$ cat src/rtl/max_pool_2d_stream_defines.svh
// Assertion macros shared by the max pooling block.
`ifndef MAX_POOL_2D_STREAM_DEFINES_SVH
`define MAX_POOL_2D_STREAM_DEFINES_SVH

`ifndef SYNTHESIS

`define MP2D_ASSERT(label, prop, msg) \
    label: assert property (@(posedge aclk) disable iff (!aresetn) prop) \
        else $error(msg);

`define MP2D_NEVER(label, cond, msg) \
    `MP2D_ASSERT(label, !(cond), msg)

`else

`define MP2D_ASSERT(label, prop, msg)

`define MP2D_NEVER(label, cond, msg)

`endif

`endif

$ cat src/rtl/mp2d_pkg.sv
// Shared constants and types of the max pooling block.
package mp2d_pkg;

    localparam int DIM_W      = 11;
    localparam int POOL_W     = 4;
    localparam int CFG_IDX_W  = 2;
    localparam int CFG_DATA_W = DIM_W;
    localparam int OUT_IDX_W  = 10;

    localparam int DEF_MAX_WIDTH   = 1024;
    localparam int DEF_MAX_HEIGHT  = 1024;
    localparam int DEF_MAX_POOL    = 8;
    localparam int DEF_SAMPLE_BITS = 16;

    localparam int QUEUE_DEPTH = 4;

    localparam logic [DIM_W-1:0]  RESET_MAP_WIDTH  = DIM_W'(32);
    localparam logic [DIM_W-1:0]  RESET_MAP_HEIGHT = DIM_W'(32);
    localparam logic [POOL_W-1:0] RESET_POOL_SIZE  = POOL_W'(2);

    typedef enum logic [CFG_IDX_W-1:0] {
        REG_MAP_WIDTH  = 2'd0,
        REG_MAP_HEIGHT = 2'd1,
        REG_POOL_SIZE  = 2'd2
    } cfg_index_t;

    // Classification of one sample, made at the input side.
    typedef struct packed {
        logic first;  // opens a window
        logic emit;   // closes a window
        logic done;   // closes the last window of the map
        logic err;    // configuration unusable
    } mp2d_flags_t;

    typedef struct packed {
        logic busy;     // dimension check in progress
        logic usable;   // configuration passes all checks
        logic restart;  // register written this cycle
    } mp2d_cfg_stat_t;

endpackage

$ cat src/rtl/mp2d_queue.sv
// Short FIFO between the classifying front and the pooling back end.
module mp2d_queue #(
    parameter int WIDTH = 32,
    parameter int DEPTH = mp2d_pkg::QUEUE_DEPTH
) (
    input  logic             aclk,
    input  logic             aresetn,
    input  logic             push,
    input  logic [WIDTH-1:0] push_data,
    output logic             full,
    input  logic             pop,
    output logic [WIDTH-1:0] head_data,
    output logic             head_valid
);

    `include "max_pool_2d_stream_defines.svh"

    localparam int PTR_W = (DEPTH > 1) ? $clog2(DEPTH) : 1;
    localparam int CNT_W = $clog2(DEPTH + 1);

    logic [WIDTH-1:0] slot_reg [DEPTH];
    logic [PTR_W-1:0] wr_ptr_reg;
    logic [PTR_W-1:0] rd_ptr_reg;
    logic [CNT_W-1:0] count_reg;

    always_ff @(posedge aclk) begin
        if (push) begin
            slot_reg[wr_ptr_reg] <= push_data;
        end
    end

    always_ff @(posedge aclk) begin
        if (!aresetn) begin
            wr_ptr_reg <= '0;
            rd_ptr_reg <= '0;
            count_reg  <= '0;
        end else begin
            if (push) begin
                wr_ptr_reg <= (wr_ptr_reg == PTR_W'(DEPTH - 1)) ? '0 : wr_ptr_reg + 1'b1;
            end
            if (pop) begin
                rd_ptr_reg <= (rd_ptr_reg == PTR_W'(DEPTH - 1)) ? '0 : rd_ptr_reg + 1'b1;
            end
            if (push && !pop) begin
                count_reg <= count_reg + 1'b1;
            end else if (pop && !push) begin
                count_reg <= count_reg - 1'b1;
            end
        end
    end

    assign full       = count_reg == CNT_W'(DEPTH);
    assign head_valid = count_reg != '0;
    assign head_data  = slot_reg[rd_ptr_reg];

    `MP2D_NEVER(a_push_when_full, push && full, "queue overflow")
    `MP2D_NEVER(a_pop_when_empty, pop && !head_valid, "queue underflow")
    `MP2D_ASSERT(a_count_bound, int'(count_reg) <= DEPTH, "queue count past depth")

endmodule

$ cat config.mk
export PLATFORM = sky130hd
export DESIGN_NAME = mp2d_queue
export DESIGN_NICKNAME = d
export VERILOG_FILES = /design/src/rtl/mp2d_pkg.sv /design/src/rtl/mp2d_queue.sv
export VERILOG_INCLUDE_DIRS = /design/src /design/src/rtl
export SDC_FILE = /design/constraint.sdc
export NUM_CORES = 1
export LEC_CHECK = 0
export BUFFER_PORTS_ARGS = -buffer_cell sky130_fd_sc_hd__buf_2
export CAP_MARGIN = 5
export CORE_MARGIN = 2
export CORE_UTILIZATION = 59
export CTS_BUF_LIST = sky130_fd_sc_hd__clkbuf_4
export DETAILED_ROUTE_END_ITERATION = 7
export MAX_ROUTING_LAYER = met4
export PLACE_DENSITY_LB_ADDON = 0.1
export RECOVER_POWER = 100
export SETUP_SLACK_MARGIN = 0.02
export SYNTH_ARGS = -nofsm -noshare
export SYNTH_HDL_FRONTEND = slang
export SYNTH_SLANG_ARGS = --single-unit
$ cat constraint.sdc
create_clock -name aclk -period 2.3 [get_ports aclk]
set_input_delay 0.115 -clock aclk [delete_from_list [all_inputs] [get_ports aclk]]
set_output_delay 0.115 -clock aclk [all_outputs]
set_load 0.01 [all_outputs]
==> flow_summary.ini <==
[worst_setup_path]
crit_chain = ha_1, and2_0, buf_12
path_delay_family = simple AND/OR/NAND/NOR gates
critPathLaunchType = flop
rr_endpoint = slot_reg[3][9]
reg2reg_depth = 3
reg2reg_from = wr_ptr_reg[0]
path_max_fanout = 19
end_kind = flop
cp_data_required_time_ns = 2.50
critPathKind = flop to flop
slowest_delay_ns = 0.88
slowest_stage = and2_0
crit_arrival_ns = 2.26
critPathLaunch = wr_ptr_reg[0]
r2r_slack_ns = 0.24
critical_path_buf_inv_count = 1

[logic_synthesis]
synth-main-ff-cell = edfxtp_1
synthesis.area_mm2 = 0.00512
synth_largest_area_cell = edfxtp_1
syn-num-nets = 254
ys_top_cells_by_count = edfxtp_1, mux4_2, dfxtp_1
synth_warnings = 0
async_reset_ff_share_pct = 0
ys_ff_latch = 137
synth_cells = 211
yosysMostFrequentCell = edfxtp_1
yosys-top-cells-area = edfxtp_1, mux4_2, dfxtp_1
yosys.cell_types.count = 22
ys_seq_area_share_pct = 78.6
yosysTopAreaCellShare_pct = 75.1
postSynthAreaPerCell_um2 = 24.3
synth_edf_count = 128

[hold_path]
worstHoldPathType = input pin to flop
hold_depth = 2
min_from = push_data[30]
hold-path-endpoint = slot_reg[2][30]

[drt]
wl_mm = 8.17
vias = 2425
drt_pass1_iterations = 4
vias_per_cell = 5.38
drtIter0Drc = 116
drc = 0
wl_per_cell_um = 18.1
final_antenna_net_count = 0

[timing]
fmax_mhz = 485
rsz0062_at_grt = no
fin_crit_ns = 2.06
finalWorstSetupSlack_ns = 0.240
tightestPinTransition_ns = 1.14
fin_setup_tns_ns = 0
hold_viol = 0
fin_worst_skew_ns = 0.00932
finalCritPeriodShare_pct = 89.6
relSlewSlack_pct = 23.8
setup-violations-final = 0
drv_slew = 0
fin_hold_ws_ns = 0.400

[pwr]
power_leakage_nw = 1.99
powerDensity_mw_per_mm2 = 775
ir_drop_v = 0.000474
p_seq_share_pct = 60.6
p_switching_mw = 1.14
p_int_mw = 3.63
p_clk_share_pct = 28.8
pwr-share-comb_pct = 10.6
swShare_pct = 23.9

[global_route]
grt_max_degree = 20
overflow = 0
grt_pass1_wl_mm = 13.0
globalRouteTotalUtil_pct = 19.3
antenna_found_initial = 0
grt_pass1_vias = 2574

[die]
coreArea_mm2 = 0.00830
fp.dieW_um = 97.1
start_util_pct = 61.7
io_pins = 70
die_area_mm2 = 0.00943
die_h_um = 97.1
rows = 33

[place]
place_congestion = 0.691
dp_slack_ns = 0.680
port_buffers = 69

[clock_tree]
cts_sinks = 137
clock_path_buffers = 2
clk_latency_ns = 0.49
cts_buffers = 17
cts_resized = 0
clock-root-buffer = clkbuf_4
clk_pin_slew_ns = 0.12
cts_tree = done
htreeDepth = 4

[layout]
largest_reg_flops = 128
area_delta_synth_final_pct = 20.4
drive_above_1_share_pct = 21.7
fin_nets = 377
antenna_cells = 0

[job]
cap_violations = 0

[run_status]
status = finished clean
how the worst max path moves through the flow:
stage	to	slack, ns	depth (start not counted)
5_1_grt	slot_reg[2][9]	0.1	4
4_1_cts	head_data[18]	0.24	3
3_5_place_dp	count_reg[2]	0.68	8
6_report	slot_reg[3][9]	0.24	3
2_1_floorplan	slot_reg[3][0]	0.57	2
3_3_place_gp	count_reg[2]	0.74	8
cell type report:
type                            count  area, µm²
Timing Repair Buffer              111        744
Clock buffer                       17        128
Multi-Input combinational cell     63        992
Clock inverter                     14        126
Sequential cell                   137       4030
Inverter                            4       15.0
Tap cell                          105        131
Fill cell                         505       2140
stage by stage:
stage               power, mW  std cells  utilization [%]  area, µm²
finish                   4.78        451             74.3       6160
global route             4.99        451             74.3       6160
CTS                      4.86        451             75.3       6250
detailed placement       3.44        385             68.0       5640
global placement         3.43        385             68.0       5640
floorplan                3.24        211                -       5120
worst register-to-register path, delay by kind of cell (launching register included):
kind,cells,cell delay (ns)
flops,1,0.42
simple gates,1,0.88
buf+inv,1,0.27
fa+ha+maj,1,0.19
layout by cell type (no fill, tap or decap), drive strengths merged:
master	netlist	final
mux2i	4	4
mux4	32	32
dfxtp	9	9
o21a	1	1
dlygate4sd3	0	35
fa	1	1
xor2	1	1
nor3	1	1
xnor2	1	1
buf	7	13
clkinvlp	0	5
ha	6	6
clkinv	0	6
and2	5	5
nor2	1	1
inv	4	6
nor2b	5	5
o21ai	1	1
bufinv	0	1
clkbuf	0	80
a21boi	1	1
edfxtp	128	128
or3	2	2
nor3b	1	1
power groups by stage:
| stage | combinational (mW) | sequential [mW] | clock (mW) |
|---|---|---|---|
| floorplan | 0.308 | 2.93 | 0 |
| global placement | 0.488 | 2.94 | 0 |
| detailed placement | 0.494 | 2.95 | 0 |
| CTS | 0.543 | 2.89 | 1.42 |
| global route | 0.550 | 2.90 | 1.54 |
| finish | 0.508 | 2.89 | 1.38 |
per-layer routing:
| layer | track usage [%] | vias up | part of all wire, % |
|---|---|---|---|
| met5 | - | - | 0 |
| met4 | 7.26 | 0 | 0.67 |
| met3 | 5.90 | 4 | 4.3 |
| met2 | 31.5 | 77 | 54 |
| met1 | 23.1 | 1212 | 41 |
| li1 | - | 1132 | - |
logic make-up (layout without fill, tap and decap cells):
logic type | count (synthesis) | in the layout | synth area share, %
DFF | 137 | 137 | 78.6
xor gates and xnor gates | 2 | 2 | 0.342
AOI/OAI and AO/OA | 3 | 3 | 0.391
adders and majority gates | 7 | 7 | 1.86
muxes | 36 | 36 | 15.0
and+or+nand+nor | 15 | 15 | 1.78
buffers and inverters | 11 | 146 | 1.98
what timing repair did:
action,CTS,global route
endpoints found under the hold margin,137,0
buffers inserted,0,0
hold buffers,35,0
Power figures use the tool's default switching activity.
