### config.mk
export PLATFORM = sky130hd
export DESIGN_NAME = mp2d_front
export DESIGN_NICKNAME = d
export VERILOG_FILES = /design/src/rtl/max_pool_2d_stream_defines.svh /design/src/rtl/mp2d_pkg.sv /design/src/rtl/mp2d_front.sv
export SDC_FILE = /design/constraint.sdc
export NUM_CORES = 1
export LEC_CHECK = 0
export BUFFER_PORTS_ARGS = -buffer_cell sky130_fd_sc_hd__buf_2
export CAP_MARGIN = 0
export CORE_MARGIN = 2
export CORE_UTILIZATION = 56
export DETAILED_ROUTE_END_ITERATION = 8
export PLACE_DENSITY = 0.84
export SLEW_MARGIN = 0
export SYNTH_ARGS = -nofsm -noshare
export SYNTH_HDL_FRONTEND = slang
export SYNTH_SLANG_ARGS = --single-unit
export TNS_END_PERCENT = 10
### constraint.sdc
create_clock -name aclk -period 5.6 [get_ports aclk]
set_clock_uncertainty 0.05 [all_clocks]
set_input_delay 0.56 -clock aclk [delete_from_list [all_inputs] [get_ports aclk]]
set_output_delay 0.56 -clock aclk [all_outputs]
set_load 0.01 [all_outputs]
### src/rtl/max_pool_2d_stream_defines.svh
// Assertion macros shared by the max pooling block.
`ifndef MAX_POOL_2D_STREAM_DEFINES_SVH
`define MAX_POOL_2D_STREAM_DEFINES_SVH

`ifndef SYNTHESIS

`define MP2D_ASSERT(label, prop, msg) \
    label: assert property (@(posedge aclk) disable iff (!aresetn) prop) \
        else $error(msg);

`define MP2D_NEVER(label, cond, msg) \
    `MP2D_ASSERT(label, !(cond), msg)

`else

`define MP2D_ASSERT(label, prop, msg)

`define MP2D_NEVER(label, cond, msg)

`endif

`endif

### src/rtl/mp2d_pkg.sv
// Shared constants and types of the max pooling block.
package mp2d_pkg;

    localparam int DIM_W      = 11;
    localparam int POOL_W     = 4;
    localparam int CFG_IDX_W  = 2;
    localparam int CFG_DATA_W = DIM_W;
    localparam int OUT_IDX_W  = 10;

    localparam int DEF_MAX_WIDTH   = 1024;
    localparam int DEF_MAX_HEIGHT  = 1024;
    localparam int DEF_MAX_POOL    = 8;
    localparam int DEF_SAMPLE_BITS = 16;

    localparam int QUEUE_DEPTH = 4;

    localparam logic [DIM_W-1:0]  RESET_MAP_WIDTH  = DIM_W'(32);
    localparam logic [DIM_W-1:0]  RESET_MAP_HEIGHT = DIM_W'(32);
    localparam logic [POOL_W-1:0] RESET_POOL_SIZE  = POOL_W'(2);

    typedef enum logic [CFG_IDX_W-1:0] {
        REG_MAP_WIDTH  = 2'd0,
        REG_MAP_HEIGHT = 2'd1,
        REG_POOL_SIZE  = 2'd2
    } cfg_index_t;

    // Classification of one sample, made at the input side.
    typedef struct packed {
        logic first;  // opens a window
        logic emit;   // closes a window
        logic done;   // closes the last window of the map
        logic err;    // configuration unusable
    } mp2d_flags_t;

    typedef struct packed {
        logic busy;     // dimension check in progress
        logic usable;   // configuration passes all checks
        logic restart;  // register written this cycle
    } mp2d_cfg_stat_t;

endpackage

### src/rtl/mp2d_front.sv
// Input side: raster position tracking and window classification.
module mp2d_front #(
    parameter int MAX_WIDTH   = mp2d_pkg::DEF_MAX_WIDTH,
    parameter int MAX_HEIGHT  = mp2d_pkg::DEF_MAX_HEIGHT,
    parameter int MAX_POOL    = mp2d_pkg::DEF_MAX_POOL,
    parameter int SAMPLE_BITS = mp2d_pkg::DEF_SAMPLE_BITS
) (
    input  logic                                          aclk,
    input  logic                                          aresetn,
    input  logic                                          s_valid,
    output logic                                          s_ready,
    input  logic signed [SAMPLE_BITS-1:0]                 s_pixel,
    input  logic [mp2d_pkg::DIM_W-1:0]                    map_width,
    input  logic [mp2d_pkg::DIM_W-1:0]                    map_height,
    input  logic [mp2d_pkg::POOL_W-1:0]                   pool_size,
    input  mp2d_pkg::mp2d_cfg_stat_t                      stat,
    input  logic                                          q_full,
    output logic                                          q_push,
    output logic [SAMPLE_BITS-1:0]                        q_pixel,
    output logic [(MAX_WIDTH > 1 ? $clog2(MAX_WIDTH) : 1)-1:0]   q_col,
    output logic [(MAX_HEIGHT > 1 ? $clog2(MAX_HEIGHT) : 1)-1:0] q_row,
    output mp2d_pkg::mp2d_flags_t                         q_flags
);

    import mp2d_pkg::*;

    localparam int CW = (MAX_WIDTH > 1) ? $clog2(MAX_WIDTH) : 1;
    localparam int RW = (MAX_HEIGHT > 1) ? $clog2(MAX_HEIGHT) : 1;
    localparam int PW = (MAX_POOL > 1) ? $clog2(MAX_POOL) : 1;

    logic [CW-1:0] col_reg;
    logic [PW-1:0] ciw_reg;
    logic [CW-1:0] ocol_reg;
    logic [RW-1:0] row_reg;
    logic [PW-1:0] riw_reg;
    logic [RW-1:0] orow_reg;

    logic accept;
    logic advance;
    logic ciw_last;
    logic riw_last;
    logic col_last;
    logic row_last;

    assign s_ready = !q_full && !stat.busy;
    assign accept  = s_valid && s_ready;
    assign advance = accept && stat.usable;

    assign ciw_last = int'(ciw_reg) == int'(pool_size) - 1;
    assign riw_last = int'(riw_reg) == int'(pool_size) - 1;
    assign col_last = int'(col_reg) == int'(map_width) - 1;
    assign row_last = int'(row_reg) == int'(map_height) - 1;

    always_ff @(posedge aclk) begin
        if (!aresetn || stat.restart) begin
            col_reg  <= '0;
            ciw_reg  <= '0;
            ocol_reg <= '0;
            row_reg  <= '0;
            riw_reg  <= '0;
            orow_reg <= '0;
        end else if (advance) begin
            if (col_last) begin
                col_reg  <= '0;
                ciw_reg  <= '0;
                ocol_reg <= '0;
                if (row_last) begin
                    row_reg  <= '0;
                    riw_reg  <= '0;
                    orow_reg <= '0;
                end else begin
                    row_reg  <= row_reg + 1'b1;
                    riw_reg  <= riw_last ? '0 : riw_reg + 1'b1;
                    orow_reg <= riw_last ? orow_reg + 1'b1 : orow_reg;
                end
            end else begin
                col_reg  <= col_reg + 1'b1;
                ciw_reg  <= ciw_last ? '0 : ciw_reg + 1'b1;
                ocol_reg <= ciw_last ? ocol_reg + 1'b1 : ocol_reg;
            end
        end
    end

    assign q_push        = accept;
    assign q_pixel       = s_pixel;
    assign q_col         = ocol_reg;
    assign q_row         = orow_reg;
    assign q_flags.first = (riw_reg == '0) && (ciw_reg == '0);
    assign q_flags.emit  = riw_last && ciw_last;
    assign q_flags.done  = riw_last && ciw_last && row_last && col_last;
    assign q_flags.err   = !stat.usable;

endmodule

==> results.md, run 1 <==
- Synth top area cells: dfxtp_1 (27%), a21oi_1 (5.8%), xnor2_1 (5.5%)
- CTS Hold Bufs: 0
- Worst-path clk slew: 0.09 ns
- Filler Cell Count: 524
- Layout cells sized above 1: 17.48%
- Clock Sinks: 46
- Mean Syn Cell Area: 8.009 um2
- DR WL/cell: 15.12 um
- Die width: 81.41 um
- DRT Pass-1 Iters: 5
- Clock Latency Late Sink: 0.31 ns
- Initial antenna violation count: 0
- Synth Flop Type: dfxtp_1
- Worst Hold Class: flop to flop
- Port-buffer cells: 58
- Starting Density: 57.36%
- Worst VDD drop: 126.7 uV
- Combinational power share: 12.3%
- Gr ovfl total: 0
- CP Data Required Time: 4.99 ns
- Worst Tran Pin Value: 1.301 ns
- Area Growth Syn to Fin: 8.688%
- Mapped cell area: 0.003356 mm2
- Part of the power in the clock network: 36.5%
- Drt drc: 0
- DRT Wirelength: 7968 um
- Post-CTS Setup Bufs: 0
- Sw power: 167.7 uW
- Fin. Hold Viols: 0
- Remaining antenna violation count after routing: 0
- Post-synth EDFFs: 0
- First-pass GRT wire length: 13,010 um
- Internal Power: 471.0 uW
- Number of distinct library cells after synthesis: 59
- Worst-path fanout max: 7
- Power per Cell Area: 175.1 mW/mm2
- DIE AREA: 0.006628 mm2
- Sequential cell area fraction in the yosys report: 27.44%
- Seq. cell area: 920.9 um2
- Post-Route Utilization: 62.34%
- Drt initial violations: 184
- DP HPWL: 5969 um
- Synth warnings: 0
- Syn nets: 479
- Async S/R FF share, synth: 0%
- Final worst-path cycle share: 70.87%
- Setup crit start kind: input port
- Post-synth top cells: dfxtp_1 (46), a21oi_1 (39), nand2_1 (26), nor2_1 (26), or4_1 (24)
- CTS H-tree depth: 2
- Net Sw Frac: 26.25%
- Routed vias: 3,284
- # diodes: 0
- Max Freq: 0.2520 GHz
- Die Y: 81.41 um
- Core box area: 0.005851 mm2
- Yosys reg bits: 46
- Setup Crit Path Kind: input port to primary output
- Post-detailed-route via-to-cell ratio: 6.231
- WP data arrival: 3.36 ns
- Setup TNS Final: 0 ns
- Largest net degree at the start of global routing: 23
- Post-cts resize count: 0
- Status: finished, final reports clean
- Number of cell rows: 28
- CTS max path bufs: 2
- Aggregate global-route resource usage: 24.58%
- RSZ-0062 raised after global routing: no
- CTS Buf Count: 5
- Setup crit end kind: primary output
- Count leader, synth: dfxtp_1
- Multi-input logic area: 0.002158 mm2
- Vias in the first global route: 2,938
- Lkg Pwr: 0.001296 uW
- Min Clock Period, post-route: 3.969 ns
- GP Congestion: 0.8255
- Count of final setup violators: 0
- Post-Synthesis Cells: 419
- Max Cap Viol: 0
- Post-synth top area cell: dfxtp_1
- Nets: 511
- Post-synth top area share: 27.44%
- Slew HR: 13.27%
- Max Transition Viols Final: 0
- I/O pin count: 91
- Flop pwr share: 51.2%
- CTS root buf: clkbuf_8
- CTS tree: done
## critical path: stages
cell       delay, ns
buf_2           0.13
inv_1           0.05
ha_1            0.21
or3b_1          0.47
or4_4           0.53
a2111oi_4       0.37
nand4_2         0.15
nor3_1          0.49
and3_1          0.26
buf_2           0.13
## path summary, 6_finish.rpt
| path | from | endpoint | slack (ns) | depth (start not counted) |
|---|---|---|---|---|
| setup reg to reg | col_reg[5] | q_col[8] | 2.40 | 7 |
| hold reg to reg | q_col[9] | q_col[9] | 0.43 | 2 |
| hold / removal | q_col[9] | q_col[9] | 0.43 | 2 |
| setup / recovery | map_height[0] | q_flags[1] | 1.63 | 10 |
## stage by stage
step | setup WS (ns) | hold slack [ns] | power [uW] | std cells | cell area, um2
after floorplan | 2.144 | 0.4135 | 395.6 | 419 | 3356
after global placement | 1.684 | 0.4034 | 408.9 | 519 | 3542
after detailed placement | 1.603 | 0.4226 | 412.1 | 519 | 3542
after CTS | 1.595 | 0.4342 | 645.1 | 527 | 3647
after global routing | 1.450 | 0.4618 | 663.2 | 527 | 3647
final | 1.631 | 0.4324 | 638.7 | 527 | 3647
## power groups by stage
stage	combinational [uW]	clock, uW	sequential [uW]
4_1_cts	77.5	240	327
2_1_floorplan	60.7	0	335
3_5_place_dp	77.2	0	335
3_3_place_gp	73.9	0	335
5_1_grt	86.1	250	327
6_report	78.3	233	327
## cells in the final DEF (no fill, tap or decap), drive strengths merged, types with 3 or more instances in the layout
cell,Yosys,final
and3,9,9
nand4b,3,3
nand2b,4,4
o31ai,20,20
or4,26,26
a211oi,5,5
or3b,3,3
nand3,15,15
dfxtp,46,46
nor2,26,26
o211ai,4,4
or3,3,3
nor3b,4,4
buf,21,59
nor3,11,11
o21ai,7,7
inv,19,19
ha,11,11
o41ai,4,4
nand3b,4,4
nor4,9,9
a21oi,39,39
xor2,17,17
clkbuf,13,7
nand2,26,26
xnor2,21,21
nand4,16,16
and2,5,5
## layout make-up
type                            count  share of cell area [%]
Multi-Input combinational cell    320                   59.18
Sequential cell                    46                   25.25
Timing Repair Buffer               59                   8.165
Clock buffer                        7                   2.642
Tap cell                           75                   2.573
Inverter                           19                   1.955
Clock inverter                      1                  0.2401
## kinds of logic (layout without fill, tap and decap cells)
family / after synthesis / in the layout / share of synthesized area, %
xor gates and xnor gates: 38 / 38 / 9.918
and+or+nand+nor: 173 / 173 / 30.05
AOI/OAI and AO/OA: 97 / 97 / 19.95
buffers and inverters: 53 / 86 / 8.240
adders and majority gates: 11 / 11 / 4.101
muxes: 1 / 1 / 0.2983
DFF: 46 / 46 / 27.44
## per-layer routing
layer | up-vias | track usage (%) | part of all wire [%]
li1 | 1620 | - | -
met1 | 1546 | 29.01 | 43
met2 | 97 | 44.02 | 49
met3 | 21 | 4.286 | 5.0
met4 | 0 | 9.661 | 2.4
met5 | - | 0 | 0
Power figures use the tool's default switching activity.
==> inputs of run 2 (changes only) <==
--- a/config.mk
+++ b/config.mk
@@ -5,12 +5,13 @@
 export SDC_FILE = /design/constraint.sdc
 export NUM_CORES = 1
 export LEC_CHECK = 0
+export ABC_AREA = 1
 export BUFFER_PORTS_ARGS = -buffer_cell sky130_fd_sc_hd__buf_2
 export CAP_MARGIN = 0
 export CORE_MARGIN = 2
-export CORE_UTILIZATION = 56
+export CORE_UTILIZATION = 55
 export DETAILED_ROUTE_END_ITERATION = 8
-export PLACE_DENSITY = 0.84
+export PLACE_DENSITY = 0.81
 export SLEW_MARGIN = 0
 export SYNTH_ARGS = -nofsm -noshare
 export SYNTH_HDL_FRONTEND = slang
==> constraint.sdc (replaced) <==
create_clock -name aclk -period 3.83 [get_ports aclk]
set_clock_uncertainty 0.05 [all_clocks]
set_input_delay 0.383 -clock aclk [delete_from_list [all_inputs] [get_ports aclk]]
set_output_delay 0.383 -clock aclk [all_outputs]
set_load 0.01 [all_outputs]
==> run 2 against run 1 <==
Compared with the run above: largest power group unchanged; non-clock buffer count stayed put; critical endpoint unchanged; setup slack worse by 0.64 ns; global-route usage fell by 0.44 points.
==> results.md, run 2 <==
- Crit path buffers/inverters: 4
- Met2 wire len: 4570 um
- Final worst-path cycle share: 74.16%
- Post-synth top area cell: dfxtp_1
- I/O pin count: 91
- Most common cell after layout, fill and taps aside: nand2_1
- Max Transition Viols Final: 0
- Most frequent cells in the layout: nand2_1 (164), inv_1 (75), nor2_1 (70), nand3_1 (58), buf_2 (58)
- Seq. cell area: 920.9 um2
- Filler Cell Count: 637
- Internal Power: 673.5 uW
- Setup crit end kind: primary output
- RSZ-0062 raised after global routing: no
- Slew HR: 51.37%
- Multi-input logic area: 0.002454 mm2
- Worst Hold Class: input port to flop
- CP Data Required Time: 3.40 ns
- Initial antenna violation count: 0
- DRT Wirelength: 9039 um
- Worst-path fanout max: 9
- Post-CTS Setup Bufs: 0
- Most common cell on crit path: buf_2
- Cell family with most CP delay: simple AND/OR/NAND/NOR gates
- Combinational power share: 15.2%
- Yosys reg bits: 46
- Setup Crit Path Kind: input port to primary output
- DP HPWL: 6952 um
- Lkg Pwr: 0.001971 uW
- Slowest stage cell on the critical path: nor4_4
- Number of cell rows: 30
- Flop pwr share: 50.8%
- Mean Syn Cell Area: 6.322 um2
- Post-cts resize count: 0
- Drt initial violations: 135
- Clock Sinks: 46
- Power per Cell Area: 225.9 mW/mm2
- CP cell instances: buf_2 -> inv_1 -> ha_1 -> xor2_1 -> nand3_1 -> nor4_4 -> inv_2 -> nor4_1 -> buf_2
- Drt drc: 0
- Syn nets: 671
- Gr ovfl total: 0
- Layout cells sized above 1: 15.36%
- Setup TNS Final: 0 ns
- Count of final setup violators: 0
- # diodes: 0
- Min Clock Period, post-route: 2.840 ns
- Clock Latency Late Sink: 0.31 ns
- DIE AREA: 0.007709 mm2
- Core box area: 0.006794 mm2
- Synth warnings: 0
- Setup crit start kind: input port
- Post-detailed-route via-to-cell ratio: 5.193
- Net Sw Frac: 28.61%
- WP data arrival: 2.41 ns
- Synth top area cells: dfxtp_1 (24%), nand2_1 (16%), xor2_1 (8.4%)
- Sequential cell area fraction in the yosys report: 23.84%
- Remaining antenna violation count after routing: 0
- CTS H-tree depth: 2
- Post-synth EDFFs: 0
- GP Congestion: 0.9249
- Area Growth Syn to Fin: 8.131%
- Largest net degree at the start of global routing: 24
- Synth Flop Type: dfxtp_1
- Metal1 wirelength: 3950 um
- Count leader, synth: nand2_1
- Worst Tran Pin Value: 0.7267 ns
- Post-synth top cells: nand2_1 (164), inv_1 (75), nor2_1 (70), nand3_1 (58), dfxtp_1 (46)
- Worst VDD drop: 162.5 uV
- First-pass GRT wire length: 15,240 um
- Max Cap Viol: 0
- Starting Density: 56.85%
- Port-buffer cells: 58
- DRT Pass-1 Iters: 5
- Hold Slack: 0.4360 ns
- Aggregate global-route resource usage: 24.13%
- Max Freq: 0.3521 GHz
- Routed vias: 3,879
- Nets: 710
- Part of the power in the clock network: 34.1%
- CTS Hold Bufs: 0
- Die Y: 87.80 um
- Highest routed layer: met4
- CTS max path bufs: 2
- Vias in the first global route: 3,519
- Met3 wire length: 412 um
- Status: finished, final reports clean
- Worst-path clk slew: 0.09 ns
- Mapped cell area: 0.003862 mm2
- Async S/R FF share, synth: 0%
- CTS root buf: clkbuf_8
- Die width: 87.80 um
- Post-synth top area share: 23.84%
- DR WL/cell: 12.10 um
- Post-Synthesis Cells: 611
- Fin. Hold Viols: 0
- CP peak stage delay: 0.60 ns
- Sw power: 269.9 uW
- Number of distinct library cells after synthesis: 40
- CTS tree: done
- CTS Buf Count: 5
run 2: cell types whose count changed in the layout (fill, tap and decap cells not counted), sizes merged, moves of 14 or more:
| cell | change |
|---|---|
| nand2 | +145 |
| inv | +58 |
| nor2 | +55 |
| nand3 | +49 |
| or4 | -26 |
| o31ai | -20 |
| xor2 | +20 |
| xnor2 | -14 |
run 2: cell type report:
type / count / share of cell area, %
clock buffer: 6 / 1.977
sequential: 46 / 22.05
tap: 96 / 2.876
multi-input combinational: 461 / 58.75
clock inverter: 2 / 0.2996
inverter: 77 / 6.920
timing repair buffer: 59 / 7.130
run 2: power by group through the flow:
stage | combinational (uW) | clock, uW | sequential, uW
floorplan | 114 | 0 | 490
global placement | 137 | 0 | 490
detailed placement | 141 | 0 | 490
CTS | 142 | 323 | 479
global route | 161 | 341 | 479
finish | 143 | 322 | 479
run 2: through the flow:
step	setup slack (ns)	std cells	total power [uW]	cell area, um2	utilization [%]
after global placement	1.096	739	626.7	4081	60.07
final	0.9897	747	943.4	4177	61.47
after global routing	0.8019	747	981.4	4177	61.47
after floorplan	1.450	611	604.3	3862	-
after CTS	1.001	747	943.9	4177	61.47
after detailed placement	1.026	739	631.6	4081	60.07
run 2: tightest hold or removal path, cell delays in order:
cell and delay (ns):
buf_2 0.08, nor2_1 0.15, nand2_1 0.11, a21oi_1 0.03
run 2: kinds of logic after synthesis:
kind of cell | count (synthesis) | synth area share, %
flops | 46 | 23.84
simple gates | 368 | 44.83
compound gates | 38 | 5.151
fa+ha+maj | 11 | 3.563
buf+inv | 104 | 12.63
xor+xnor | 44 | 9.977
run 2: per-layer routing:
layer	vias to the layer above	track usage, %
li1	1999	-
met1	1771	30.46
met2	97	43.11
met3	12	3.110
met4	0	6.573
met5	-	0
run 2: final timing paths:
check               start    endpoint  slack (ns)  cells after the start
min reg2reg    row_reg[8]  row_reg[8]        0.45                      2
min               stat[0]    q_col[0]        0.44                      4
max          pool_size[0]  q_flags[1]        0.99                      9
max reg2reg    col_reg[0]    q_row[1]        1.66                     11
