## src/rtl/max_pool_2d_stream_defines.svh

```systemverilog
// Assertion macros shared by the max pooling block.
`ifndef MAX_POOL_2D_STREAM_DEFINES_SVH
`define MAX_POOL_2D_STREAM_DEFINES_SVH

`ifndef SYNTHESIS

`define MP2D_ASSERT(label, prop, msg) \
    label: assert property (@(posedge aclk) disable iff (!aresetn) prop) \
        else $error(msg);

`define MP2D_NEVER(label, cond, msg) \
    `MP2D_ASSERT(label, !(cond), msg)

`else

`define MP2D_ASSERT(label, prop, msg)

`define MP2D_NEVER(label, cond, msg)

`endif

`endif

```

## src/rtl/mp2d_pkg.sv

```systemverilog
// Shared constants and types of the max pooling block.
package mp2d_pkg;

    localparam int DIM_W      = 11;
    localparam int POOL_W     = 4;
    localparam int CFG_IDX_W  = 2;
    localparam int CFG_DATA_W = DIM_W;
    localparam int OUT_IDX_W  = 10;

    localparam int DEF_MAX_WIDTH   = 1024;
    localparam int DEF_MAX_HEIGHT  = 1024;
    localparam int DEF_MAX_POOL    = 8;
    localparam int DEF_SAMPLE_BITS = 16;

    localparam int QUEUE_DEPTH = 4;

    localparam logic [DIM_W-1:0]  RESET_MAP_WIDTH  = DIM_W'(32);
    localparam logic [DIM_W-1:0]  RESET_MAP_HEIGHT = DIM_W'(32);
    localparam logic [POOL_W-1:0] RESET_POOL_SIZE  = POOL_W'(2);

    typedef enum logic [CFG_IDX_W-1:0] {
        REG_MAP_WIDTH  = 2'd0,
        REG_MAP_HEIGHT = 2'd1,
        REG_POOL_SIZE  = 2'd2
    } cfg_index_t;

    // Classification of one sample, made at the input side.
    typedef struct packed {
        logic first;  // opens a window
        logic emit;   // closes a window
        logic done;   // closes the last window of the map
        logic err;    // configuration unusable
    } mp2d_flags_t;

    typedef struct packed {
        logic busy;     // dimension check in progress
        logic usable;   // configuration passes all checks
        logic restart;  // register written this cycle
    } mp2d_cfg_stat_t;

endpackage

```

## src/rtl/mp2d_cfg.sv

```systemverilog
// Configuration registers and the serial divisibility check.
module mp2d_cfg #(
    parameter int MAX_WIDTH  = mp2d_pkg::DEF_MAX_WIDTH,
    parameter int MAX_HEIGHT = mp2d_pkg::DEF_MAX_HEIGHT,
    parameter int MAX_POOL   = mp2d_pkg::DEF_MAX_POOL
) (
    input  logic                             aclk,
    input  logic                             aresetn,
    input  logic                             cfg_wr_en,
    input  logic [mp2d_pkg::CFG_IDX_W-1:0]   cfg_index,
    input  logic [mp2d_pkg::CFG_DATA_W-1:0]  cfg_wdata,
    output logic [mp2d_pkg::DIM_W-1:0]       map_width,
    output logic [mp2d_pkg::DIM_W-1:0]       map_height,
    output logic [mp2d_pkg::POOL_W-1:0]      pool_size,
    output mp2d_pkg::mp2d_cfg_stat_t         stat
);

    import mp2d_pkg::*;

    localparam int BIT_W = $clog2(DIM_W);

    logic [DIM_W-1:0]  width_reg;
    logic [DIM_W-1:0]  height_reg;
    logic [POOL_W-1:0] pool_reg;
    logic              busy_reg;
    logic              usable_reg;
    logic [BIT_W-1:0]  bit_idx_reg;
    logic [POOL_W-1:0] rem_w_reg;
    logic [POOL_W-1:0] rem_h_reg;

    logic              wr_hit;
    logic [POOL_W-1:0] rem_w_next;
    logic [POOL_W-1:0] rem_h_next;
    logic              range_ok;

    // One bit of a remainder: r = (2r + b) mod p, with r < p on entry.
    function automatic logic [POOL_W-1:0] mod_step(input logic [POOL_W-1:0] r,
                                                   input logic              b,
                                                   input logic [POOL_W-1:0] p);
        logic [POOL_W:0] t;
        t = {r, b};
        if (t >= {1'b0, p}) begin
            t = t - {1'b0, p};
        end
        return t[POOL_W-1:0];
    endfunction

    assign wr_hit = cfg_wr_en && (cfg_index == REG_MAP_WIDTH ||
                                  cfg_index == REG_MAP_HEIGHT ||
                                  cfg_index == REG_POOL_SIZE);

    assign rem_w_next = mod_step(rem_w_reg, width_reg[bit_idx_reg], pool_reg);
    assign rem_h_next = mod_step(rem_h_reg, height_reg[bit_idx_reg], pool_reg);

    assign range_ok = (pool_reg != '0) && (int'(pool_reg) <= MAX_POOL) &&
                      (width_reg != '0) && (int'(width_reg) <= MAX_WIDTH) &&
                      (height_reg != '0) && (int'(height_reg) <= MAX_HEIGHT);

    always_ff @(posedge aclk) begin
        if (!aresetn) begin
            width_reg   <= RESET_MAP_WIDTH;
            height_reg  <= RESET_MAP_HEIGHT;
            pool_reg    <= RESET_POOL_SIZE;
            busy_reg    <= 1'b0;
            usable_reg  <= 1'b1;
            bit_idx_reg <= '0;
            rem_w_reg   <= '0;
            rem_h_reg   <= '0;
        end else begin
            if (cfg_wr_en) begin
                case (cfg_index)
                    REG_MAP_WIDTH:  width_reg  <= cfg_wdata[DIM_W-1:0];
                    REG_MAP_HEIGHT: height_reg <= cfg_wdata[DIM_W-1:0];
                    REG_POOL_SIZE:  pool_reg   <= cfg_wdata[POOL_W-1:0];
                    default: ;
                endcase
            end
            // Restart the check from the top bit on every write to a configuration register.
            if (wr_hit) begin
                busy_reg    <= 1'b1;
                bit_idx_reg <= BIT_W'(DIM_W - 1);
                rem_w_reg   <= '0;
                rem_h_reg   <= '0;
            end else if (busy_reg) begin
                rem_w_reg   <= rem_w_next;
                rem_h_reg   <= rem_h_next;
                bit_idx_reg <= bit_idx_reg - 1'b1;
                if (bit_idx_reg == '0) begin
                    busy_reg   <= 1'b0;
                    usable_reg <= range_ok && (rem_w_next == '0) && (rem_h_next == '0);
                end
            end
        end
    end

    assign map_width    = width_reg;
    assign map_height   = height_reg;
    assign pool_size    = pool_reg;
    assign stat.busy    = busy_reg;
    assign stat.usable  = usable_reg;
    assign stat.restart = wr_hit;

endmodule

```

## config.mk

```make
export PLATFORM = sky130hd
export DESIGN_NAME = mp2d_cfg
export DESIGN_NICKNAME = d
export VERILOG_FILES = /design/src/rtl/max_pool_2d_stream_defines.svh /design/src/rtl/mp2d_pkg.sv /design/src/rtl/mp2d_cfg.sv
export SDC_FILE = /design/constraint.sdc
export NUM_CORES = 1
export LEC_CHECK = 0
export BUFFER_PORTS_ARGS = -buffer_cell sky130_fd_sc_hd__buf_2
export CORE_AREA = 4 4 80 82
export DETAILED_ROUTE_END_ITERATION = 6
export DIE_AREA = 0 0 84 86
export PLACE_DENSITY = 0.64
export RECOVER_POWER = 100
export SETUP_SLACK_MARGIN = 0.2
export SYNTH_ARGS = -nofsm -noshare
export SYNTH_HDL_FRONTEND = slang
export SYNTH_SLANG_ARGS = --single-unit
```

## constraint.sdc

```tcl
create_clock -name aclk -period 3.5 [get_ports aclk]
set_clock_uncertainty 0.05 [all_clocks]
set_input_delay 0.525 -clock aclk [delete_from_list [all_inputs] [get_ports aclk]]
set_output_delay 0.525 -clock aclk [all_outputs]
set_load 0.005 [all_outputs]
```

==> summary.md, run 1 <==
The cell at the root of the clock tree was sky130_fd_sc_hd__clkbuf_8. The run gives 256 as the synthesized instance count. In this run the power density over the cells is 382 mW/mm². Setup repair after global routing left no endpoint under its margin.

The tools report the final net count as 325. TritonCTS built the clock tree. The via count of the first global-routing pass was 1897. Tracing the worst setup path back leads to its startpoint at bit_idx_reg[0]. The adder-cell share of the synthesized area is 0.0650. Counting the buffers created by CTS gives 5.

Fraction of layout instances using a drive strength above 1: 0.138. The critical path crosses 13 cells after its start point. Among all stages on the critical path, the largest delay is contributed by sky130_fd_sc_hd__a211oi_1.

The cell area after synthesis is 0.00235 mm². The critical path goes through buf_4 > mux2i_1 > a221oi_1 > a21oi_1 > o21ai_0 > inv_1 > ha_1 > nor2b_1 > o21ai_0 > o32ai_1 > a211oi_1 > o31a_1 > nor3_1. The tools report the number of failing hold endpoints at the final stage as 0. The number of DRC violations after detailed routing is 0. For the first-pass GRT wire length, the log shows 9080 µm. The analysis attributes to cell leakage a power of 1.11 nW. For the total via count after detailed routing, the log shows 1945.

The tools report the total power consumption of the routed design as 1.02 mW. Counting every sink on the clock net gives 40. The maximum net fanout on the critical path is 7.

STA classifies the critical path endpoint as a register. The growth of design area from synthesis to finish is 13.2%. Yosys attributes the largest share of cell area to sky130_fd_sc_hd__dfxtp_1 34%, sky130_fd_sc_hd__mux2i_1 14%, sky130_fd_sc_hd__nor2b_1 6.9%. The run finished with clean final reports. Number of hold buffers added after cts: 0. Entering global routing, the biggest net connects 33 pins.

The aggregate routed wire length was 5520 µm. The post-synthesis compound-gate area fraction came out at 0.132. The most used flip-flop cell after synthesis is sky130_fd_sc_hd__dfxtp_1.

The count of buffers added by post-CTS timing repair for setup is 0, and the worst setup slack before clock tree synthesis is 289 ps. The die covers 0.00722 mm². Actual transition at the worst max-transition pin: 1190 ps.

The number of buffers on the longest clock path was 2. Normalized max-slew margin: 0.206. The simple-gate share of the synthesized area is 0.203. In the post-route analysis, the smallest setup slack over all paths is 378 ps. Element type at the critical path start: a register.

The main combinational cell family by area after synthesis was simple AND/OR/NAND/NOR gates. The run gives 587 as the number of inserted filler cells in the final layout. Across all register-to-register paths, the minimum setup slack is 380 ps. The number of antenna diodes in the final layout is 0. For the sequential fraction of the synthesis area, the log shows 0.341. The first TritonRoute pass finished after 4 iterations. Initial antenna violation count: 0. The arrival time of data at the critical path endpoint is 3250 ps, and the fraction of synthesized cell area in xor and xnor cells is 0.0336. The worst hold margin was 420 ps.

The total congestion overflow after global routing is 0. Family with the most delay on the worst path: compound AO/OA/AOI/OAI gates. The maximum level of the CTS H-tree was 2; the routed wire length per instance was 14.8 µm. Overall die height: 86 µm.

The run gives 45 as the number of placed I/O pins. The largest single stage delay on the critical path is 480 ps. The share of flip-flops with an asynchronous set or reset after synthesis works out to 0. The count of buffer and inverter cells on the critical path was 2. The critical path is of the register to register type. The tools report the post-detailed-route count of antenna-violating nets as 0. The number of input and output port buffers inserted was 44; the clock latency at the later pin of the worst-skew pair was 290 ps. For this block, the initial DRC count from the detailed router was 95.

The synthesized design contains 0 enable-type register cells. Once detailed placement completed, the half-perimeter wirelength came to 4270 µm. Max-cap violations in this run came to 0.

sky130_fd_sc_hd__dfxtp_1 takes more of the synthesized area than any other cell. In this run, synthesis produced a sequential element count of 40. The endpoint identified for the worst register-to-register timing path is usable_reg. For the core area, the log shows 0.00575 mm². Using the TritonRoute via totals, the vias-per-cell ratio works out to 5.21. Top-area cell type share of the netlist area: 0.341.

Classification of the worst-slack hold path: input port to register. For this run, the top clock speed supported by timing is 320 MHz. The maximum VDD drop came out at 0.228 mV. For the worst setup path, the data required time is 3630 ps.

In this run the worst setup path terminates at usable_reg. At the end of routability-driven placement, the weighted congestion stood at 0.940. The mux contribution to synthesized area was 0.174. The number of nets in the synthesized netlist is 283. The accumulated negative setup slack is 0 ps.

After synthesis, the netlist uses 48 different library cells. In this run the mean area of a mapped cell was 9.17 µm². The tools report the row count as 28. The final critical-path share of the clock period came out at 0.892. The time the final worst path needs with I/O delays and setup works out to 3120 ps. In this run the horizontal extent of the chip is 84 µm. During synthesis, Yosys emitted a total of 0 warnings. The most common cell type on the critical path is sky130_fd_sc_hd__o21ai_0.

The tools report the initial cell density of the core as 0.409. In this run the critical register-to-register path is launched from bit_idx_reg[0]. Max-slew violation count: 0. Setup violations remaining at the end of the flow were counted as 0. The overall routing resource usage came out at 0.153. Clock-pin slew was measured on the worst setup and hold paths at 80 ps. Counting cells, the worst reg-to-reg path comes to 13.
per-layer routing:
metal / wire [µm] / up-vias / global-route usage
met5: 0 / - / 0
met4: 76 / 0 / 0.0453
met3: 226 / 7 / 0.0307
met2: 2630 / 42 / 0.257
met1: 2590 / 910 / 0.199
li1: - / 986 / -
per-stage QoR:
step	instance area (µm²)	util	cells
after global routing	2660	0.463	373
after CTS	2700	0.470	373
after global placement	2620	0.456	366
after floorplan	2350	-	256
final	2660	0.463	373
after detailed placement	2620	0.456	366
kinds of logic (layout without fill, tap and decap cells):
| kind of cell | count (synthesis) | in the layout |
|---|---|---|
| buffers and inverters | 26 | 68 |
| xor gates and xnor gates | 9 | 9 |
| and+or+nand+nor | 90 | 90 |
| DFF | 40 | 40 |
| muxes | 37 | 37 |
| AOI/OAI and AO/OA | 43 | 43 |
| adders and majority gates | 11 | 11 |
worst reg2reg max path, stage by stage, from the launching register on:
cell                       delay (ps)
sky130_fd_sc_hd__dfxtp_4          380
sky130_fd_sc_hd__buf_4            160
sky130_fd_sc_hd__mux2i_1          130
sky130_fd_sc_hd__a221oi_1         310
sky130_fd_sc_hd__a21oi_1           60
sky130_fd_sc_hd__o21ai_0          300
sky130_fd_sc_hd__inv_1             80
sky130_fd_sc_hd__ha_1             350
sky130_fd_sc_hd__nor2b_1           70
sky130_fd_sc_hd__o21ai_0          240
sky130_fd_sc_hd__o32ai_1          140
sky130_fd_sc_hd__a211oi_1         480
sky130_fd_sc_hd__o31a_1           210
sky130_fd_sc_hd__nor3_1            50
repair_timing:
action / in CTS / in global routing
resized for setup: 0 / 2
setup endpoints to repair: 0 / 1
hold endpoints to repair: 0 / 0
power breakdown:
part | internal [mW] | total, mW | leakage, nW | switching [mW]
registers | 0.478 | 0.507 | 0.327 | 0.0285
logic | 0.101 | 0.220 | 0.742 | 0.119
clock network | 0.135 | 0.289 | 0.0400 | 0.154
worst min path at each step:
stage | start | end | slack, ps | cells after the start
after floorplan | rem_w_reg[3] | rem_w_reg[3] | 430 | 2
after global placement | rem_w_reg[3] | rem_w_reg[3] | 440 | 2
after detailed placement | rem_w_reg[3] | rem_w_reg[3] | 440 | 2
after CTS | cfg_wdata[5] | map_width[5] | 410 | 3
after global routing | cfg_wdata[5] | map_height[5] | 420 | 3
final | cfg_wdata[5] | map_height[5] | 420 | 3
cell usage in the layout, fill, tap and decap left out, types with 4 or more instances in the layout:
cell type	count
sky130_fd_sc_hd__a211oi_1	5
sky130_fd_sc_hd__a21boi_0	4
sky130_fd_sc_hd__a21oi_1	7
sky130_fd_sc_hd__buf_2	28
sky130_fd_sc_hd__clkbuf_1	17
sky130_fd_sc_hd__clkbuf_8	5
sky130_fd_sc_hd__dfxtp_1	39
sky130_fd_sc_hd__ha_1	9
sky130_fd_sc_hd__inv_1	14
sky130_fd_sc_hd__mux2i_1	33
sky130_fd_sc_hd__nand2_1	17
sky130_fd_sc_hd__nand3b_1	6
sky130_fd_sc_hd__nor2_1	19
sky130_fd_sc_hd__nor2b_1	26
sky130_fd_sc_hd__nor3_1	5
sky130_fd_sc_hd__nor4_1	5
sky130_fd_sc_hd__o21ai_0	10
sky130_fd_sc_hd__xnor2_1	4
sky130_fd_sc_hd__xor2_1	5
layout make-up:
class | instances | area, µm² | share of cell area
inverters | 14 | 52.6 | 0.0198
clock inverters | 2 | 12.5 | 0.00471
well taps | 75 | 93.8 | 0.0353
multi-input cells | 190 | 1410 | 0.531
repair buffers | 47 | 215 | 0.0810
flip-flops and latches | 40 | 805 | 0.303
clock buffers | 5 | 68.8 | 0.0259
synthesized netlist by cell type, drive strengths merged, types with 2 or more instances:
cell	count
mux4	3
inv	14
nand3	3
nand3b	6
clkbuf	5
nor4	5
nor3	5
and3	3
nand2	17
mux2i	33
o21a	2
ha	9
a211oi	5
nor2	20
a21boi	4
xnor2	4
xor2	5
nor2b	26
a21oi	7
fa	2
buf	7
a221oi	2
dfxtp	40
o21ai	11
(Power assumes the default switching activity.)
==> run 2: changes to the inputs <==
CORE_AREA = 4 4 71 73   (was 4 4 80 82)
DIE_AREA = 0 0 75 77   (was 0 0 84 86)
PLACE_DENSITY = 0.79   (was 0.64)
==> run 2 against run 1 <==
  * Die area down 20%
  * Critical path depth stayed put
  * Maximum frequency rose by 2.0%
  * Routed wire length fell by 2.6%
  * Cell count decreased by 5.6%
  * Power increased by 8.4%
  * Utilization up 15 points
  * First-iteration DRC count up 16%
  * Final area is 1.2% higher
  * Register-to-register slack improved by 60 ps
  * Critical path type unchanged
==> summary.md, run 2 (synthesis gave the netlist of run 1 again) <==
Number of failing hold endpoints at the final stage: 0. The library cells used most frequently in the layout, excluding fill and tap cells, are 39 x sky130_fd_sc_hd__dfxtp_1, 33 x sky130_fd_sc_hd__mux2i_1, 31 x sky130_fd_sc_hd__buf_2. The flow ran to the end, and the final reports show no timing, DRC or antenna violations.

Summed over all nets, the switching power comes to 306 µW. Summed over all cells, the static leakage comes to 1.14 nW. The run gives 0.258 mV as the maximum VDD drop.

The final net count is 326. Time the final worst path needs with I/O delays and setup: 3060 ps. The fraction of layout instances using a drive strength above 1 is 0.167, and the area of combinational cells with multiple inputs is 0.00143 mm².

45 I/O pins were placed. Setup repair after global routing left no endpoint under its margin. TritonCTS built the clock tree.

The overall die height is 77 µm, and the required time at the worst-slack endpoint is 3660 ps. The highest attainable clock frequency is 327 MHz, and the routed wire length per instance is 15.3 µm. After detailed placement, the total cell area comes to 0.00259 mm². The element type at the critical path start is a register. The library cell used most frequently in the layout, excluding fill and tap cells, is sky130_fd_sc_hd__dfxtp_1. Across the run, the number of max-cap violations was 0. In this run the tool buffered the top-level ports with 44 buffer cells. For the internal power of the cells, the log shows 795 µW. Once detailed placement completed, the half-perimeter wirelength came to 4120 µm.

The number of antenna diodes came out at 0. The finished cells cover 0.00269 mm². The aggregate routed wire length is 5380 µm, and the maximum net fanout on the critical path is 6. Once layout is complete, the cells apart from fillers number 352. Initial antenna violation count: 0. The detailed-router iteration count before antenna repair is 4, and the clock-pin slew of the registers on the worst-case setup and hold paths is 80 ps. The routed layout has 1969 vias. The via count of the first global-routing pass came out at 1978. The number of placed instances, taps included, is 343. In this run the standard cell core region covers 0.00435 mm². For the global placement routability congestion, the log shows 0.924.

Counting the buffers created by CTS gives 5. The power per unit of standard cell area was 410 mW/mm². The worst setup path category is register to register. The part of the total power dissipated in sequential elements was 0.460; the die width was 75 µm.

The first global-routing pass estimated 9200 µm of wire. The number of inserted filler cells in the final layout came out at 401. Setup violations remaining at the end of the flow were counted as 0. In the routed layout, each cell is associated on average with a via count of 5.59. The switching power share of the total is 0.278. Counting every sink on the clock net gives 40. The worst setup path is captured at a register. The clock passes through at most 2 buffers. The tools report the initial cell density of the core as 0.539. Post-detailed-route count of antenna-violating nets: 0. The actual transition at the worst max-transition pin is 1140 ps, and the maximum level of the CTS H-tree is 2. The final critical-path share of the clock period is 0.874. In this run the clock root is driven by a sky130_fd_sc_hd__clkbuf_8. Normalized max-slew margin: 0.243. The classification of the worst-slack hold path is input port to register. Compared with the post-synthesis result, the final layout area differs by 14.6%.

Number of DRC violations after detailed routing: 0. For this run the aggregate overflow at the end of global routing stands at 0. The row count is 24, and the arrival time of data at the critical path endpoint is 3220 ps.

The logs give 0.335 for the power share of the clock group and 0 for the max-slew violation count. The first routing iteration left 110 violations. At the later pin of the worst-skew pair, clock insertion delay measures 290 ps. Utilization of the core after routing: 0.618. Hold repair after CTS inserted 0 buffers.

The floorplan step defined a die boundary enclosing 0.00578 mm². The run gives 0.205 as the part of the power in combinational logic. The largest net degree at the start of global routing came out at 33. For the overall routing resource usage, the log shows 0.201.

In the final timing run, aggregate negative setup slack is 0 ps. The run gives 805 µm² as the area taken by flip-flops and latches.
-- run 2: layout make-up --
class	count	area share
multi-input combinational	190	0.533
sequential	40	0.299
timing repair buffer	48	0.0842
clock buffer	6	0.0270
tap	52	0.0242
inverter	14	0.0195
clock inverter	2	0.0130
-- run 2: repair_timing --
action | 4_1_cts | 5_1_grt
endpoints found under the setup margin | 0 | 1
setup buffers | 0 | 1
gates resized for setup | 0 | 5
-- run 2: worst max-delay path, cell delays in order, from the launching register on --
cell and delay [ps]:
sky130_fd_sc_hd__dfxtp_4 390, sky130_fd_sc_hd__mux4_2 510, sky130_fd_sc_hd__nor2_2 110, sky130_fd_sc_hd__nor3_2 50, sky130_fd_sc_hd__a31oi_2 200, sky130_fd_sc_hd__ha_1 200, sky130_fd_sc_hd__inv_1 60, sky130_fd_sc_hd__fa_1 380
sky130_fd_sc_hd__xor2_1 180, sky130_fd_sc_hd__nor2_1 120, sky130_fd_sc_hd__and3_1 170, sky130_fd_sc_hd__o2111ai_1 120, sky130_fd_sc_hd__o31a_1 270, sky130_fd_sc_hd__nor3_2 170
-- run 2: power groups by stage --
stage / logic [mW] / clock network [mW] / registers [mW]
floorplan: 0.174 / 0 / 0.507
global placement: 0.218 / 0 / 0.516
detailed placement: 0.223 / 0 / 0.517
CTS: 0.226 / 0.376 / 0.506
global route: 0.254 / 0.396 / 0.510
finish: 0.226 / 0.369 / 0.506
-- run 2: final timing paths --
kind                       start       endpoint  slack [ps]  depth (start not counted)
setup reg to reg  bit_idx_reg[0]     usable_reg         440                         13
setup / recovery  bit_idx_reg[0]     usable_reg         440                         13
hold reg to reg     rem_w_reg[3]   rem_w_reg[3]         470                          2
hold / removal      cfg_wdata[5]  map_height[5]         400                          3
-- run 2: metal layers --
metal  routed length [µm]  share of wire  up-vias  GRT usage
li1                     -              -      991          -
met1                 2460           0.46      922      0.267
met2                 2580           0.48       46      0.328
met3                  223          0.041       10     0.0366
met4                  113          0.021        0     0.0587
met5                    0              0        -          0
-- run 2: through the flow --
| step | hold slack (ps) | power (mW) | setup slack [ps] |
|---|---|---|---|
| floorplan | 426 | 0.681 | 609 |
| global route | 410 | 1.16 | 214 |
| global placement | 439 | 0.734 | 459 |
| detailed placement | 452 | 0.740 | 344 |
| CTS | 400 | 1.11 | 284 |
| finish | 403 | 1.10 | 439 |
==> run 3: changes to the inputs <==
CTS_BUF_LIST = sky130_fd_sc_hd__clkbuf_8 sky130_fd_sc_hd__clkbuf_16   (was not set)
==> run 3 against run 2 <==
  * Via count up 0.20%
  * Cell count stayed put
  * Hold slack about the same
  * Critical path depth is the same
  * Critical path type unchanged
  * Critical endpoint unchanged
==> summary.md, run 3 (synthesis gave the netlist of run 1 again) <==
The flow ran to the end, and the final reports show no timing, DRC or antenna violations. Via count normalized by instance count: 5.61. The fraction of layout instances using a drive strength above 1 came out at 0.167. The top cell types in the final layout, fill and taps aside, are 39 x sky130_fd_sc_hd__dfxtp_1, 33 x sky130_fd_sc_hd__mux2i_1, 31 x sky130_fd_sc_hd__buf_2.

The normalized max-slew margin came out at 0.254. The die width works out to 75 µm. The tools report the initial antenna violation count as 0. For this design the static power due to leakage is 1.15 nW. For the total power consumption of the routed design, the log shows 1.10 mW. The clock net in this run drives a total of 40 sinks. The overall die height works out to 77 µm.

The first-pass GRT wire length is 9200 µm. The run gives 0.539 as the initial cell density of the core. The run gives 0 as the total of max-cap violations. The tools report the max-slew violation count as 0. Dividing total power by cell area gives a power density of 409 mW/mm². The cell at the root of the clock tree is sky130_fd_sc_hd__clkbuf_8. The placed wire-length estimate came out at 4120 µm.

Counting the buffers created by CTS gives 5. In this run the standard cell core region covers 0.00435 mm². By startpoint and endpoint, the worst setup path is classified as register to register.

The time the final worst path needs with I/O delays and setup works out to 3070 ps. Clock latency on the worst-skew pair, taken at its later pin, is 290 ps. The required time at the worst-slack endpoint is 3660 ps.

The routed wire length per instance works out to 15.3 µm. In this run the cell area measured after placement is 0.00259 mm². The run gives 0 as the number of DRC violations after detailed routing. Counting along the longest clock path gives a buffer depth of 2. The library cell used most frequently in the layout, excluding fill and tap cells, is sky130_fd_sc_hd__dfxtp_1.

Entering global routing, the biggest net connects 33 pins. The tools report the utilization of the core after routing as 0.618. For this block, the via count after detailed routing is 1973.

The tools report the overall routing resource usage as 0.201. The via count of the first global-routing pass is 1978, and the aggregate routed wire length is 5380 µm. The logs give 0 for the final setup violation count and 0.258 mV for the maximum VDD drop. Final critical-path share of the clock period: 0.876. STA classifies the critical path startpoint as a register. The endpoint kind of the worst setup timing path is a register. 45 I/O pins were placed. In this run the number of H-tree levels came out at 2. The actual transition at the worst max-transition pin works out to 1120 ps. The flop-to-flop setup slack was 430 ps.

Summed over all layers, the global routing overflow is 0. The run gives 326 MHz as the highest attainable clock frequency. For the final net count, the log shows 326. The count of nets left with antenna violations once routing finished came out at 0. The tools report the global placement routability congestion as 0.924. In this run the worst path has a maximum fanout of 6. Across all hold checks on the routed design, the worst slack comes to 403 ps.

Setup total negative slack on the finished layout was measured at 0 ps. The number of input and output port buffers inserted was 44. For the arrival time of data at the critical path endpoint, the log shows 3230 ps.

For the number of design-rule violations left by the first detailed-router iteration, the log shows 110. The repair_antennas step left the layout with diodes totalling 0. From synthesis to final layout, the design area changed by 14.6%. Detailed-router iteration count before antenna repair: 4. The tools report the row count as 24. Clock-pin slew was measured on the worst setup and hold paths at 80 ps.

Number of failing hold endpoints at the final stage: 0. The die covers 0.00578 mm². For the area of all placed cells without fillers, the log shows 0.00269 mm².

Setup repair after global routing left no endpoint under its margin. Buffers inserted to repair hold after CTS numbered 0. In this run the worst hold path is classified as input port to register.

TritonCTS built the clock tree.
## run 3: changes by cell type in the layout (fill, tap and decap cells not counted)
cell | previous run | this run
sky130_fd_sc_hd__clkbuf_1 | 16 | 15
sky130_fd_sc_hd__inv_1 | 14 | 15
## run 3: per-layer routing
layer	wire length (µm)	part of all wire	track usage	up-vias
met5	0	0	0	-
met1	2430	0.45	0.267	918
met2	2580	0.48	0.328	53
li1	-	-	-	992
met3	253	0.047	0.0366	10
met4	110	0.020	0.0587	0
## run 3: timing repair
item / CTS / global route
endpoints found under the hold margin: 0 / 0
setup endpoints to repair: 0 / 1
buffers inserted: 0 / 1
gates resized for setup: 0 / 5
## run 3: stage by stage
stage	worst slack (ps)	cells
5_1_grt	214	352
3_5_place_dp	344	343
4_1_cts	284	351
2_1_floorplan	609	256
6_report	435	352
3_3_place_gp	459	343
## run 3: critical path, stage by stage (launching register included)
cell                        delay, ps
sky130_fd_sc_hd__dfxtp_4          390
sky130_fd_sc_hd__mux4_2           510
sky130_fd_sc_hd__nor2_2           110
sky130_fd_sc_hd__nor3_2            50
sky130_fd_sc_hd__a31oi_2          210
sky130_fd_sc_hd__ha_1             200
sky130_fd_sc_hd__inv_1             60
sky130_fd_sc_hd__fa_1             380
sky130_fd_sc_hd__xor2_1           180
sky130_fd_sc_hd__nor2_1           120
sky130_fd_sc_hd__and3_1           170
sky130_fd_sc_hd__o2111ai_1        120
sky130_fd_sc_hd__o31a_1           270
sky130_fd_sc_hd__nor3_2           170
## run 3: final cells by class
type                       instances  area [µm²]
fill                             401        1670
multi-input combinational        190        1430
tap                               52        65.1
clock inverter                     3        38.8
clock buffer                       5        68.8
timing repair buffer              48         226
sequential                        40         805
inverter                          14        52.6
## run 3: path summary, 6_finish.rpt
check / start / end / cells after the start
setup / recovery: bit_idx_reg[0] / usable_reg / 13
hold / removal: cfg_wdata[5] / map_height[5] / 3
setup reg to reg: bit_idx_reg[0] / usable_reg / 13
hold reg to reg: rem_w_reg[3] / rem_w_reg[3] / 2
## run 3: where the power goes
group	switching (mW)	leakage, nW	internal (mW)
combinational	0.120	0.760	0.106
sequential	0.0283	0.327	0.478
clock	0.158	0.0593	0.209
total	0.307	1.15	0.792
